<file path="config.mk">
export PLATFORM = sky130hd
export DESIGN_NAME = key_matrix_press_classifier
export DESIGN_NICKNAME = d
export VERILOG_FILES = /design/src/sv/kmpc_pkg.sv /design/src/sv/kmpc_ram.sv /design/src/sv/kmpc_ctrl.sv /design/src/sv/kmpc_datapath.sv /design/src/sv/key_matrix_press_classifier.sv
export VERILOG_INCLUDE_DIRS = /design/src /design/src/sv
export SDC_FILE = /design/constraint.sdc
export NUM_CORES = 1
export LEC_CHECK = 0
export BUFFER_PORTS_ARGS = -buffer_cell sky130_fd_sc_hd__buf_2
export CAP_MARGIN = 20
export CELL_PAD_IN_SITES_DETAIL_PLACEMENT = 1
export CELL_PAD_IN_SITES_GLOBAL_PLACEMENT = 2
export CORE_UTILIZATION = 30
export DETAILED_ROUTE_END_ITERATION = 8
export GPL_ROUTABILITY_DRIVEN = 0
export PLACE_DENSITY_LB_ADDON = 0.1
export SETUP_SLACK_MARGIN = 0.02
export SLEW_MARGIN = 25
export SYNTH_ARGS = -nofsm -noshare
export SYNTH_HDL_FRONTEND = slang
export SYNTH_SLANG_ARGS = --single-unit
</file>
<file path="constraint.sdc">
create_clock -name clock -period 4.16 [get_ports clock]
set_input_delay 0.416 -clock clock [delete_from_list [all_inputs] [get_ports clock]]
set_output_delay 0.416 -clock clock [all_outputs]
set_load 0.02 [all_outputs]
</file>
<file path="src/sv/assert_macros.svh">
// ----------------------------------------------------------------------------
// Assertion macros shared by the key matrix press classifier modules
// ----------------------------------------------------------------------------
`ifndef ASSERT_MACROS_SVH
`define ASSERT_MACROS_SVH

// property must hold at every clock edge outside reset
`define KMPC_ASSERT(label, clk, rst, prop, msg) \
   label: assert property (@(posedge clk) disable iff (rst) (prop)) else $error(msg);

// condition must never be true outside reset
`define KMPC_ASSERT_NEVER(label, clk, rst, cond, msg) \
   label: assert property (@(posedge clk) disable iff (rst) !(cond)) else $error(msg);

`endif

</file>
<file path="src/sv/kmpc_pkg.sv">
// ----------------------------------------------------------------------------
// kmpc_pkg
// Types and constants shared by the key matrix press classifier modules.
// ----------------------------------------------------------------------------
package kmpc_pkg;

   localparam int THRESH_WIDTH = 16;
   localparam int LEVELS_WIDTH = 3;
   localparam int DRIVE_WIDTH  = 4;
   localparam int KEY_WIDTH    = 4;
   localparam int PEND_WIDTH   = 4;

   localparam logic [THRESH_WIDTH-1:0] SHORT_THRESH_RESET = 16'd3;
   localparam logic [THRESH_WIDTH-1:0] LONG_THRESH_RESET  = 16'd100;

   // configuration register indexes
   localparam logic CSR_SHORT_THRESH = 1'b0;
   localparam logic CSR_LONG_THRESH  = 1'b1;

   // request actions
   localparam logic ACT_SCAN = 1'b0;
   localparam logic ACT_TAKE = 1'b1;

   typedef struct packed {
      logic start;     // capture request, reset row walk
      logic cnt_rd;    // read hold counter of current key
      logic scan_ev;   // evaluate current key, write counter, maybe push
      logic pop_rd;    // read newest stack entry
      logic pop_ev;    // pop newest entry if any
      logic load_rsp;  // load response register
   } kmpc_cmd_type;

   typedef struct packed {
      logic last_row;
   } kmpc_status_type;

endpackage

</file>
<file path="src/sv/kmpc_ram.sv">
// ----------------------------------------------------------------------------
// kmpc_ram
// Generic single write port, single read port RAM with registered read.
// ----------------------------------------------------------------------------
module kmpc_ram #(
   parameter int WIDTH = 8,
   parameter int DEPTH = 8
) (
   input  logic                                      clock,
   input  logic                                      wr_en,
   input  logic [(DEPTH > 1 ? $clog2(DEPTH) : 1)-1:0] wr_addr,
   input  logic [WIDTH-1:0]                          wr_data,
   input  logic                                      rd_en,
   input  logic [(DEPTH > 1 ? $clog2(DEPTH) : 1)-1:0] rd_addr,
   output logic [WIDTH-1:0]                          rd_data
);

   logic [WIDTH-1:0] mem_ff [DEPTH];
   logic [WIDTH-1:0] rd_data_ff;

   always_ff @(posedge clock) begin
      if (wr_en) begin
         mem_ff[wr_addr] <= wr_data;
      end
      if (rd_en) begin
         rd_data_ff <= mem_ff[rd_addr];
      end
   end

   assign rd_data = rd_data_ff;

endmodule

</file>
<file path="src/sv/kmpc_ctrl.sv">
// ----------------------------------------------------------------------------
// kmpc_ctrl
// Sequencer: walks the rows of a scanned column or pops the event stack,
// then hands the result to the response register.
// ----------------------------------------------------------------------------
`include "assert_macros.svh"

module kmpc_ctrl (
   input  logic                     clock,
   input  logic                     reset,
   input  logic                     req_valid,
   output logic                     req_ready,
   input  logic                     req_action,
   output logic                     rsp_valid,
   input  logic                     rsp_ready,
   output kmpc_pkg::kmpc_cmd_type    cmd,
   input  kmpc_pkg::kmpc_status_type status
);

   typedef enum logic [5:0] {
      ST_IDLE    = 6'b000001,
      ST_SCAN_RD = 6'b000010,
      ST_SCAN_EV = 6'b000100,
      ST_POP_RD  = 6'b001000,
      ST_POP_EV  = 6'b010000,
      ST_FINISH  = 6'b100000
   } kmpc_state_type;

   kmpc_state_type state_ff, state_in;
   logic           rsp_valid_ff, rsp_valid_in;

   always_comb begin
      state_in = state_ff;
      cmd      = '0;
      unique case (state_ff)
         ST_IDLE: begin
            if (req_valid) begin
               cmd.start = 1'b1;
               state_in  = (req_action == kmpc_pkg::ACT_TAKE) ? ST_POP_RD : ST_SCAN_RD;
            end
         end
         ST_SCAN_RD: begin
            cmd.cnt_rd = 1'b1;
            state_in   = ST_SCAN_EV;
         end
         ST_SCAN_EV: begin
            cmd.scan_ev = 1'b1;
            state_in    = status.last_row ? ST_FINISH : ST_SCAN_RD;
         end
         ST_POP_RD: begin
            cmd.pop_rd = 1'b1;
            state_in   = ST_POP_EV;
         end
         ST_POP_EV: begin
            cmd.pop_ev = 1'b1;
            state_in   = ST_FINISH;
         end
         ST_FINISH: begin
            // hold until the response register is free
            if (!rsp_valid_ff || rsp_ready) begin
               cmd.load_rsp = 1'b1;
               state_in     = ST_IDLE;
            end
         end
         default: begin
            state_in = ST_IDLE;
         end
      endcase
   end

   always_comb begin
      if (cmd.load_rsp) begin
         rsp_valid_in = 1'b1;
      end else if (rsp_ready) begin
         rsp_valid_in = 1'b0;
      end else begin
         rsp_valid_in = rsp_valid_ff;
      end
   end

   always_ff @(posedge clock) begin
      if (reset) begin
         state_ff     <= ST_IDLE;
         rsp_valid_ff <= 1'b0;
      end else begin
         state_ff     <= state_in;
         rsp_valid_ff <= rsp_valid_in;
      end
   end

   assign req_ready = (state_ff == ST_IDLE);
   assign rsp_valid = rsp_valid_ff;

   `KMPC_ASSERT_NEVER(a_no_rsp_overwrite, clock, reset,
      cmd.load_rsp && rsp_valid_ff && !rsp_ready, "response overwritten while stalled")
   `KMPC_ASSERT(a_take_goes_to_pop, clock, reset,
      (req_valid && req_ready && req_action == kmpc_pkg::ACT_TAKE) |=> state_ff == ST_POP_RD,
      "take request did not start a pop")

endmodule

</file>
<file path="src/sv/kmpc_datapath.sv">
// ----------------------------------------------------------------------------
// kmpc_datapath
// Hold counters, press classification, event stack, thresholds and the
// response register.
// ----------------------------------------------------------------------------
`include "assert_macros.svh"

module kmpc_datapath #(
   parameter int COLUMNS     = 4,
   parameter int ROWS        = 3,
   parameter int STACK_DEPTH = 8,
   parameter int COUNT_WIDTH = 16
) (
   input  logic                                    clock,
   input  logic                                    reset,
   input  kmpc_pkg::kmpc_cmd_type                   cmd,
   output kmpc_pkg::kmpc_status_type                status,
   input  logic [kmpc_pkg::LEVELS_WIDTH-1:0]        req_row_levels,
   input  logic                                    csr_valid,
   input  logic                                    csr_index,
   input  logic [kmpc_pkg::THRESH_WIDTH-1:0]        csr_data,
   output logic [kmpc_pkg::DRIVE_WIDTH-1:0]         rsp_column_drive,
   output logic                                    rsp_event_valid,
   output logic [kmpc_pkg::KEY_WIDTH-1:0]           rsp_key_index,
   output logic                                    rsp_long_press,
   output logic [kmpc_pkg::PEND_WIDTH-1:0]          rsp_pending_events
);

   localparam int KEY_COUNT = COLUMNS * ROWS;
   localparam int KW   = (KEY_COUNT > 1) ? $clog2(KEY_COUNT) : 1;
   localparam int CW   = (COLUMNS > 1) ? $clog2(COLUMNS) : 1;
   localparam int RW   = (ROWS > 1) ? $clog2(ROWS) : 1;
   localparam int AW   = (STACK_DEPTH > 1) ? $clog2(STACK_DEPTH) : 1;
   localparam int FW   = $clog2(STACK_DEPTH + 1);
   localparam int CMPW = (COUNT_WIDTH > kmpc_pkg::THRESH_WIDTH) ? COUNT_WIDTH
                                                                : kmpc_pkg::THRESH_WIDTH;
   localparam int SW   = kmpc_pkg::KEY_WIDTH + 1;

   logic [kmpc_pkg::THRESH_WIDTH-1:0] short_ff, long_ff;
   logic [CW-1:0]                     col_ff;
   logic [RW-1:0]                     row_ff;
   logic [KW-1:0]                     key_ff;
   logic [ROWS-1:0]                   lvl_ff;
   logic [FW-1:0]                     free_ff, free_in;
   logic [KEY_COUNT-1:0]              cvld_ff;
   logic                              cvld_q_ff;
   logic                              res_valid_ff;
   logic [kmpc_pkg::KEY_WIDTH-1:0]    res_key_ff;
   logic                              res_long_ff;

   logic [31:0]             levels32;
   logic [31:0]             key32;
   logic [31:0]             col32;
   logic [31:0]             pend32;
   logic [COUNT_WIDTH-1:0]  cnt_q;
   logic [COUNT_WIDTH-1:0]  cnt;
   logic [COUNT_WIDTH-1:0]  cnt_new;
   logic [CMPW-1:0]         cnt_ext, short_ext, long_ext;
   logic                    pressed, is_short, is_long, push;
   logic [FW-1:0]           free_dec;
   logic [FW-1:0]           pend_w;
   logic [SW-1:0]           stk_q;
   logic [kmpc_pkg::DRIVE_WIDTH-1:0] drive;

   assign levels32 = 32'(req_row_levels);
   assign key32    = 32'(key_ff);
   assign col32    = 32'(col_ff);

   // --- classification of the current key ---
   assign cnt       = cvld_q_ff ? cnt_q : '0;
   assign cnt_ext   = CMPW'(cnt);
   assign short_ext = CMPW'(short_ff);
   assign long_ext  = CMPW'(long_ff);
   assign pressed   = !lvl_ff[0];
   assign cnt_new   = !pressed ? '0 : ((&cnt) ? cnt : cnt + 1'b1);
   assign is_short  = !pressed && (cnt_ext >= short_ext) && (cnt_ext <= long_ext);
   assign is_long   = !pressed && (cnt_ext > long_ext);
   assign push      = cmd.scan_ev && (is_short || is_long);

   // pushing onto a full stack drops everything first
   assign free_dec = (free_ff == '0) ? FW'(STACK_DEPTH - 1) : free_ff - 1'b1;

   always_comb begin
      free_in = free_ff;
      if (push) begin
         free_in = free_dec;
      end else if (cmd.pop_ev && (free_ff < FW'(STACK_DEPTH))) begin
         free_in = free_ff + 1'b1;
      end
   end

   kmpc_ram #(
      .WIDTH (COUNT_WIDTH),
      .DEPTH (KEY_COUNT)
   ) u_cnt_ram (
      .clock   (clock),
      .wr_en   (cmd.scan_ev),
      .wr_addr (key_ff),
      .wr_data (cnt_new),
      .rd_en   (cmd.cnt_rd),
      .rd_addr (key_ff),
      .rd_data (cnt_q)
   );

   kmpc_ram #(
      .WIDTH (SW),
      .DEPTH (STACK_DEPTH)
   ) u_stack_ram (
      .clock   (clock),
      .wr_en   (push),
      .wr_addr (free_dec[AW-1:0]),
      .wr_data ({key32[kmpc_pkg::KEY_WIDTH-1:0], is_long}),
      .rd_en   (cmd.pop_rd),
      .rd_addr (free_ff[AW-1:0]),
      .rd_data (stk_q)
   );

   // --- control state ---
   always_ff @(posedge clock) begin
      if (reset) begin
         short_ff <= kmpc_pkg::SHORT_THRESH_RESET;
         long_ff  <= kmpc_pkg::LONG_THRESH_RESET;
         col_ff   <= '0;
         free_ff  <= FW'(STACK_DEPTH);
         cvld_ff  <= '0;
      end else begin
         if (csr_valid) begin
            unique case (csr_index)
               kmpc_pkg::CSR_SHORT_THRESH: short_ff <= csr_data;
               kmpc_pkg::CSR_LONG_THRESH:  long_ff  <= csr_data;
               default: ;
            endcase
         end
         free_ff <= free_in;
         if (cmd.scan_ev) begin
            cvld_ff[key_ff] <= 1'b1;
            if (status.last_row) begin
               col_ff <= (col_ff == CW'(COLUMNS - 1)) ? '0 : col_ff + 1'b1;
            end
         end
      end
   end

   // --- row walk and result staging ---
   always_ff @(posedge clock) begin
      if (cmd.start) begin
         row_ff       <= '0;
         key_ff       <= KW'(int'(col_ff) * ROWS);
         lvl_ff       <= levels32[ROWS-1:0];
         res_valid_ff <= 1'b0;
         res_key_ff   <= '0;
         res_long_ff  <= 1'b0;
      end
      if (cmd.cnt_rd) begin
         cvld_q_ff <= cvld_ff[key_ff];
      end
      if (cmd.scan_ev) begin
         row_ff <= row_ff + 1'b1;
         key_ff <= key_ff + 1'b1;
         lvl_ff <= lvl_ff >> 1;
      end
      if (cmd.pop_ev && (free_ff < FW'(STACK_DEPTH))) begin
         res_valid_ff <= 1'b1;
         res_key_ff   <= stk_q[SW-1:1];
         res_long_ff  <= stk_q[0];
      end
   end

   assign status.last_row = (row_ff == RW'(ROWS - 1));

   // --- response register ---
   assign drive  = (col32 < 32'd4) ? ~(4'b0001 << col32[1:0]) : 4'hF;
   assign pend_w = FW'(STACK_DEPTH) - free_ff;
   assign pend32 = 32'(pend_w);

   always_ff @(posedge clock) begin
      if (cmd.load_rsp) begin
         rsp_column_drive   <= drive;
         rsp_event_valid    <= res_valid_ff;
         rsp_key_index      <= res_key_ff;
         rsp_long_press     <= res_long_ff;
         rsp_pending_events <= pend32[kmpc_pkg::PEND_WIDTH-1:0];
      end
   end

   `KMPC_ASSERT(a_free_range, clock, reset, free_ff <= FW'(STACK_DEPTH),
      "free slot count beyond stack depth")
   `KMPC_ASSERT(a_col_range, clock, reset, col_ff <= CW'(COLUMNS - 1),
      "column pointer beyond last column")
   `KMPC_ASSERT(a_full_push_restarts, clock, reset,
      (push && free_ff == '0) |=> free_ff == FW'(STACK_DEPTH - 1),
      "push on full stack did not restart the stack")

endmodule

</file>
<file path="src/sv/key_matrix_press_classifier.sv">
// ----------------------------------------------------------------------------
// key_matrix_press_classifier
// Key matrix scanner with short/long press classification and an event stack.
// ----------------------------------------------------------------------------
// Usage:
//   Request channel (req_valid/req_ready): req_action selects a scan of the
//   current column (req_row_levels, active low) or a take of the newest event.
//   Response channel (rsp_valid/rsp_ready): one response per request, with the
//   next column strobe, the popped event if any and the stack fill.
//   Config channel (csr_valid/csr_ready): csr_ready is always high; index 0 is
//   the short threshold, index 1 the long threshold. Write only when idle.
// Timing:
//   One request at a time. For a scan, each row reads its hold counter from
//   RAM and then evaluates and writes it back, then the response register
//   loads and raises rsp_valid. A take reads the stack RAM, pops, then loads
//   the response register. The response register frees the input side, so
//   a new request is accepted while the previous response is still waiting.
// Reset: column pointer to 0, all hold counters read as zero, stack empty,
//   thresholds 3 and 100. A stalled receiver holds the response; a finished
//   request then waits until the response register is free.
// ----------------------------------------------------------------------------
module key_matrix_press_classifier #(
   parameter int COLUMNS     = 4,
   parameter int ROWS        = 3,
   parameter int STACK_DEPTH = 8,
   parameter int COUNT_WIDTH = 16
) (
   input  logic                              clock,
   input  logic                              reset,
   input  logic                              req_valid,
   output logic                              req_ready,
   input  logic                              req_action,
   input  logic [kmpc_pkg::LEVELS_WIDTH-1:0]  req_row_levels,
   output logic                              rsp_valid,
   input  logic                              rsp_ready,
   output logic [kmpc_pkg::DRIVE_WIDTH-1:0]   rsp_column_drive,
   output logic                              rsp_event_valid,
   output logic [kmpc_pkg::KEY_WIDTH-1:0]     rsp_key_index,
   output logic                              rsp_long_press,
   output logic [kmpc_pkg::PEND_WIDTH-1:0]    rsp_pending_events,
   input  logic                              csr_valid,
   output logic                              csr_ready,
   input  logic                              csr_index,
   input  logic [kmpc_pkg::THRESH_WIDTH-1:0]  csr_data
);

   kmpc_pkg::kmpc_cmd_type    cmd;
   kmpc_pkg::kmpc_status_type status;

   assign csr_ready = 1'b1;

   kmpc_ctrl u_ctrl (
      .clock      (clock),
      .reset      (reset),
      .req_valid  (req_valid),
      .req_ready  (req_ready),
      .req_action (req_action),
      .rsp_valid  (rsp_valid),
      .rsp_ready  (rsp_ready),
      .cmd        (cmd),
      .status     (status)
   );

   kmpc_datapath #(
      .COLUMNS     (COLUMNS),
      .ROWS        (ROWS),
      .STACK_DEPTH (STACK_DEPTH),
      .COUNT_WIDTH (COUNT_WIDTH)
   ) u_datapath (
      .clock              (clock),
      .reset              (reset),
      .cmd                (cmd),
      .status             (status),
      .req_row_levels     (req_row_levels),
      .csr_valid          (csr_valid),
      .csr_index          (csr_index),
      .csr_data           (csr_data),
      .rsp_column_drive   (rsp_column_drive),
      .rsp_event_valid    (rsp_event_valid),
      .rsp_key_index      (rsp_key_index),
      .rsp_long_press     (rsp_long_press),
      .rsp_pending_events (rsp_pending_events)
   );

endmodule
</file>
==> impl_metrics.tcl, run 1 <==
set metrics [dict create \
    ios 43 \
    grt_pass1_wl_um 56800 \
    synth-simple-area-share 0.102 \
    grt_pass1_vias 8911 \
    irDropWorstVdd_v 0.000277 \
    synthCells 981 \
    rsz0062_at_grt "false" \
    synthArstFlopShare 0 \
    worstPathCellList "and2_1, ha_1, nand3_1, nor3_1, nand4_1, o21ai_0, o32ai_1, and2_1, nor4_1" \
    initialDrtViolationCount 467 \
    remaining_drc_errors 7 \
    synth-xor-area-share 0.0110 \
    synth.cell_area_um2 14400 \
    wl_per_cell_um 22.1 \
    hold_violations 0 \
    via_count 8194 \
    synth_top_family_by_area "multiplexers" \
    first_pass_iters 8 \
    final_common_cell "edfxtp_1" \
    synth_compound_area_frac 0.0400 \
    multi_input_area_um2 4370 \
    muxShareOfSynthArea 0.112 \
    cts_buffer_depth 3 \
    synth_seq_cells 340 \
    slew_violations 0 \
    hold_buffers 0 \
    r2r-start "u_datapath.cvld_q_ff" \
    required_ps 4330 \
    cp.buffers_inverters 0 \
    drt-total-wl_um 37400 \
    pre_cts_ws_ps 285 \
    grt_max_degree 43 \
    power.density_nw_per_um2 453 \
    cts_root_buf "clkbuf_16" \
    setup_violations 0 \
    fillers 4912 \
    wl_met3_um 1290 \
    path_max_fanout 20 \
    worstHoldStart "csr_data[1]" \
    status "finished, violations left" \
    register_area_um2 9620 \
    avgSynthCellArea_um2 14.6 \
    end_kind "flop" \
    area_growth_pct 16.0 \
    start_util 0.306 \
    wl_met2_um 17500 \
    die_w_um 221 \
    synth_edf_count 281 \
    max_freq_mhz 260 \
    arrival_ps 4010 \
    synthFlopType "edfxtp_1" \
    ctsResizeCount 0 \
    core_area_um2 46900 \
    final.setup.tns_ps 0 \
    fin_crit_ps 3850 \
    grtUsageTotal 0.160 \
    cts_setup_buffers 0 \
    io_buffers 41 \
    yosysWarnings 0 \
    synthAdderAreaFrac 0.0382 \
    ctsHtreeMaxLevel 2 \
    crit_type "reg2reg" \
    cts_tree "built" \
    clock-sinks 340 \
    drive_gt1_frac 0.196 \
    r2r_end "u_datapath.u_stack_ram.mem_ff[3][0]" \
    grt.overflow.total 0 \
    hold_path_end "u_datapath.short_ext[1]" \
    vias_per_cell 4.84 \
    rrSetupSlack_ps 310 \
    fp.dieArea_um2 48700 \
    synth_seq_area_share 0.670 \
    dr.max_layer_used "met4" \
    design_area_um2 16700 \
    clock_latency_ps 560 \
    rr_worst_depth 9 \
    crit_path_start_kind "flop" \
    violations "design-rule violations" \
    antenna_found_initial 0 \
    final_nets 1125 \
    die_h_um 221 \
    drtAntennaViolNets 0 \
    timing.slew.headroom 0.356 \
    synth.distinct_cells 64 \
    final_cell_mix "edfxtp_1, nand2_1, mux4_2" \
    cpMaxStageDelayCell "nor4_1" \
    cp_top_family "simple AND/OR/NAND/NOR gates" \
    cts_buffers 40 \
    cap_violations 0 \
    critPathMostFrequentCell "and2_1" \
    period_share 0.925 \
    hp-class "in2reg" \
    clkTransAtPathRegs_ps 60 \
    diodes 0 \
    hpwl_um 24600 \
    holdPathStages 2 \
    clock-skew-final_ps 20.2 \
    rows 79 \
    worstMarginPinSlew_ps 957 \
    slowest_delay_ps 850 \
    syn_nets 1050 \
    met1_length_um 17900 \
    power_leakage_nw 5.77 \
    setup_ws_ps 312 \
    dpl_cell_area_um2 15400 \
]
layout make-up:
class / instances / area share
clock buffer: 53 / 0.0655
clock inverter: 19 / 0.00781
inverter: 50 / 0.0113
multi-input combinational: 547 / 0.262
sequential: 340 / 0.577
tap: 607 / 0.0456
timing repair buffer: 77 / 0.0300
worst reg2reg max path: stages (launching register included):
cell and delay [ps]:
edfxtp_1 660, and2_1 300, ha_1 310, nand3_1 110, nor3_1 330, nand4_1 190, o21ai_0 270, o32ai_1 170
and2_1 260, nor4_1 850
where the power goes:
| part | internal [mW] | total [mW] | switching, mW |
|---|---|---|---|
| Sequential | 3.73 | 3.76 | 0.0354 |
| Clock | 1.91 | 3.30 | 1.39 |
| Combinational | 0.191 | 0.484 | 0.293 |
state kept, by name (all words and copies together) (netlist names), 5 cells and up:
signal	cells
u_datapath.u_stack_ram.mem_ff	40
u_datapath.cvld_ff	12
u_datapath.u_cnt_ram.rd_data	16
u_datapath.short_ext	16
u_ctrl.state_ff	6
u_datapath.long_ext	16
u_datapath.u_cnt_ram.mem_ff	192
u_datapath.u_stack_ram.rd_data	5
per-stage QoR:
step | total power [mW] | utilization | hold WS (ps) | std cells
floorplan | 4.14 | - | 400 | 981
global placement | 4.33 | 0.329 | 402 | 1621
detailed placement | 4.33 | 0.329 | 408 | 1621
CTS | 7.68 | 0.355 | 73.5 | 1693
global route | 7.82 | 0.356 | 97.1 | 1693
finish | 7.55 | 0.356 | 104 | 1693
Yosys cell counts (7+ instances only):
library cell  number  area (um2)
nand3_1           12        60.1
edfxtp_1         281        8440
nor2_1            60         225
and2_1            17         106
inv_1             50         188
o21ai_0           28         140
xnor2_1            9        78.8
buf_2              7        35.0
xor2_1             9        78.8
dfxtp_1           59        1180
a21oi_1           45         225
nor4_1             7        43.8
nand2_1          127         477
nand4_1            8        50.1
mux4_2            61        1370
clkbuf_1          31         116
mux2i_1           18         180
nand3b_1           8        60.1
ha_1              43         538
nor3_1             8        40.0
and3_1            15        93.8
metal layers:
metal  vias to the layer above  GRT usage
li1                       3810          -
met1                      4217      0.220
met2                       118      0.260
met3                        49     0.0247
met4                         0     0.0463
met5                         -          0
cells by family (layout without fill, tap and decap cells):
| family | Yosys count | in the layout |
|---|---|---|
| simple gates | 302 | 302 |
| flops | 340 | 340 |
| xor+xnor | 18 | 18 |
| other cells | 1 | 1 |
| buf+inv | 94 | 199 |
| compound gates | 98 | 98 |
| fa+ha+maj | 44 | 44 |
| mux | 84 | 84 |
worst max-delay path by stage:
stage,start,depth (start not counted),slack (ps),end
after floorplan,u_datapath.cvld_q_ff,11,970,u_datapath.u_stack_ram.mem_ff[2][0]
after global placement,u_datapath.cvld_q_ff,9,420,u_datapath.u_stack_ram.mem_ff[2][4]
after detailed placement,u_datapath.cvld_q_ff,9,280,u_datapath.u_stack_ram.mem_ff[2][2]
after CTS,u_datapath.cvld_q_ff,9,240,u_datapath.u_stack_ram.mem_ff[2][1]
after global routing,u_datapath.cvld_q_ff,9,20,u_datapath.u_stack_ram.mem_ff[6][3]
final,u_datapath.cvld_q_ff,9,310,u_datapath.u_stack_ram.mem_ff[3][0]
Note: power is estimated with default switching activity, not from simulation.
==> run 2, diff against run 1 <==
--- a/config.mk
+++ b/config.mk
@@ -6,6 +6,7 @@
 export SDC_FILE = /design/constraint.sdc
 export NUM_CORES = 1
 export LEC_CHECK = 0
+export ABC_AREA = 1
 export BUFFER_PORTS_ARGS = -buffer_cell sky130_fd_sc_hd__buf_2
 export CAP_MARGIN = 20
 export CELL_PAD_IN_SITES_DETAIL_PLACEMENT = 1
==> run 2 against run 1 <==
The run now ends clean; global-route usage rose by 0.67 points; cell area rose by 1.1%; utilization fell by 0.27 points; via count rose by 19%; combinational power rose by 25%; register-to-register slack improved by 280 ps; worst setup slack improved by 280 ps; clock-buffer cell count fell by 8; critical path depth rose by 4; hold slack got worse by 9.1 ps; die area rose by 1.2%; largest cell class unchanged.
==> impl_metrics.tcl, run 2 <==
set metrics [dict create \
    status "completed" \
    register_area_um2 9620 \
    die_w_um 222 \
    clock-skew-final_ps 21.9 \
    cts_tree "built" \
    drive_gt1_frac 0.124 \
    ctsResizeCount 0 \
    grtUsageTotal 0.166 \
    dr.max_layer_used "met4" \
    path_max_fanout 18 \
    clock_latency_ps 560 \
    ctsHtreeMaxLevel 2 \
    comb_power_share 0.078 \
    internal_power_mw 5.83 \
    die_h_um 222 \
    final_nets 1447 \
    synthArstFlopShare 0 \
    worstPathCellList "nand2_1, inv_1, ha_1, nand3_1, nor2_2, nand2_2, nor2_2, nand2_2, nand2_2, nor2_2, nand3_2, o21ai_0, a21oi_1" \
    cts_root_buf "clkbuf_16" \
    required_ps 4380 \
    r2r_end "u_datapath.u_cnt_ram.mem_ff[11][6]" \
    p_clk_frac 0.431 \
    r2r-start "u_datapath.cvld_q_ff" \
    hold_violations 0 \
    timing.slew.headroom 0.379 \
    clkTransAtPathRegs_ps 60 \
    remaining_drc_errors 0 \
    multi_input_area_um2 4290 \
    fin_crit_ps 3570 \
    pwr-share-seq 0.490 \
    synth.most_common_cell "edfxtp_1" \
    met1_length_um 19600 \
    synth.distinct_cells 45 \
    irDropWorstVdd_v 0.000316 \
    rows 80 \
    slowest_delay_ps 880 \
    crit_path_start_kind "flop" \
    final_common_cell "edfxtp_1" \
    power_leakage_nw 6.21 \
    synth.cell_area_um2 14500 \
    first_pass_iters 4 \
    cap_violations 0 \
    holdPathStages 3 \
    cts_buffer_depth 3 \
    worstMarginPinSlew_ps 932 \
    synthFlopType "edfxtp_1" \
    hpwl_um 24900 \
    arrival_ps 3790 \
    largest_reg_flops 192 \
    clock-sinks 340 \
    power_mw 7.69 \
    setup_violations 0 \
    synth_seq_area_share 0.662 \
    synth_largest_area_cell "edfxtp_1" \
    cts_setup_buffers 0 \
    rsz0062_at_grt "false" \
    final_cell_mix "edfxtp_1, nor2_1, o21ai_0" \
    antenna_found_initial 1 \
    core_area_um2 47700 \
    cpMaxStageDelayCell "edfxtp_1" \
    rrSetupSlack_ps 590 \
    final_util 0.353 \
    final.setup.tns_ps 0 \
    grt.overflow.total 0 \
    max_freq_mhz 280 \
    switchingPower_mw 1.86 \
    initialDrtViolationCount 427 \
    power.density_nw_per_um2 457 \
    hold_buffers 0 \
    fillers 5244 \
    drt-total-wl_um 40400 \
    avgSynthCellArea_um2 11.0 \
    cts_buffers 40 \
    vias_per_cell 4.82 \
    reg_top3 "u_datapath.u_cnt_ram.mem_ff: 192 flops, u_datapath.u_stack_ram.mem_ff: 40 flops" \
    fp.dieArea_um2 49300 \
    wl_met3_um 1340 \
    top_register "u_datapath.u_cnt_ram.mem_ff" \
    grt_max_degree 62 \
    hp-class "in2reg" \
    grt_pass1_wl_um 62100 \
    diodes 0 \
    hold_path_end "u_ctrl.state_ff[3]" \
    synth_seq_cells 340 \
    end_kind "flop" \
    rr_worst_depth 13 \
    io_buffers 41 \
    start_util 0.304 \
    worstHoldStart "req_action" \
    wl_met2_um 18800 \
    period_share 0.859 \
    drtAntennaViolNets 0 \
    wl_per_cell_um 20.0 \
    via_count 9759 \
    slew_violations 0 \
    crit_type "reg2reg" \
    yosysWarnings 0 \
    synth_top_area_frac 0.581 \
    synthCells 1321 \
    synthTopCellsByArea "edfxtp_1, dfxtp_1, o21ai_0, nor2_1, ha_1" \
    switching_share 0.242 \
    synth_edf_count 281 \
    ios 43 \
    grt_pass1_vias 10152 \
    area_growth_pct 15.9 \
    syn_nets 1390 \
    yosys-top-cells-count "edfxtp_1, nor2_1, o21ai_0, nand2_1, inv_1" \
]
## run 2: final cells by class
cell class,count,area share
timing repair buffer,75,0.0288
inverter,118,0.0264
sequential,340,0.571
clock buffer,45,0.0617
tap,615,0.0457
multi-input combinational,803,0.255
clock inverter,27,0.0117
## run 2: layer usage
metal / up-vias / global-route usage
li1: 4738 / -
met1: 4852 / 0.230
met2: 119 / 0.270
met3: 50 / 0.0245
met4: 0 / 0.0466
met5: - / 0
## run 2: how the worst max path moves through the flow
| stage | start | endpoint | slack (ps) |
|---|---|---|---|
| 3_5_place_dp | u_datapath.cvld_q_ff | u_datapath.u_cnt_ram.mem_ff[9][6] | 660 |
| 6_report | u_datapath.cvld_q_ff | u_datapath.u_cnt_ram.mem_ff[11][6] | 590 |
| 3_3_place_gp | u_datapath.cvld_q_ff | u_datapath.u_cnt_ram.mem_ff[2][6] | 860 |
| 4_1_cts | u_datapath.cvld_q_ff | u_datapath.u_cnt_ram.mem_ff[9][6] | 600 |
| 2_1_floorplan | u_datapath.key_ff[0] | u_datapath.u_cnt_ram.mem_ff[0][0] | 950 |
| 5_1_grt | u_datapath.cvld_q_ff | u_datapath.u_cnt_ram.mem_ff[11][6] | 290 |
## run 2: cell families (layout without fill, tap and decap cells)
| family | after synthesis | after routing | synth area share |
|---|---|---|---|
| xor+xnor | 7 | 7 | 0.00422 |
| simple gates | 450 | 450 | 0.136 |
| other cells | 1 | 1 | 0.000258 |
| compound gates | 302 | 302 | 0.112 |
| flops | 340 | 340 | 0.662 |
| fa+ha+maj | 43 | 43 | 0.0370 |
| buf+inv | 178 | 265 | 0.0486 |
## run 2: power by group through the flow
stage | registers [mW] | clock network, mW | logic [mW]
after floorplan | 3.83 | 0 | 0.389
after global placement | 3.84 | 0 | 0.612
after detailed placement | 3.84 | 0 | 0.616
after CTS | 3.77 | 3.44 | 0.619
after global routing | 3.78 | 3.55 | 0.685
final | 3.77 | 3.32 | 0.603
## run 2: worst max-delay path: cells and delay by family, from the launching register on
family | cells | cell delay, ps
fa+ha+maj | 1 | 200
simple gates | 9 | 1140
flops | 1 | 880
compound gates | 2 | 830
buf+inv | 1 | 190
## run 2: through the flow
| step | hold WS [ps] | std cells | setup WS [ps] | area, um2 |
|---|---|---|---|---|
| 2_1_floorplan | 400 | 1321 | 947 | 14500 |
| 3_3_place_gp | 406 | 1951 | 861 | 15600 |
| 3_5_place_dp | 406 | 1951 | 660 | 15600 |
| 4_1_cts | 59.1 | 2023 | 596 | 16800 |
| 5_1_grt | 89.3 | 2023 | 289 | 16800 |
| 6_report | 94.9 | 2023 | 588 | 16800 |
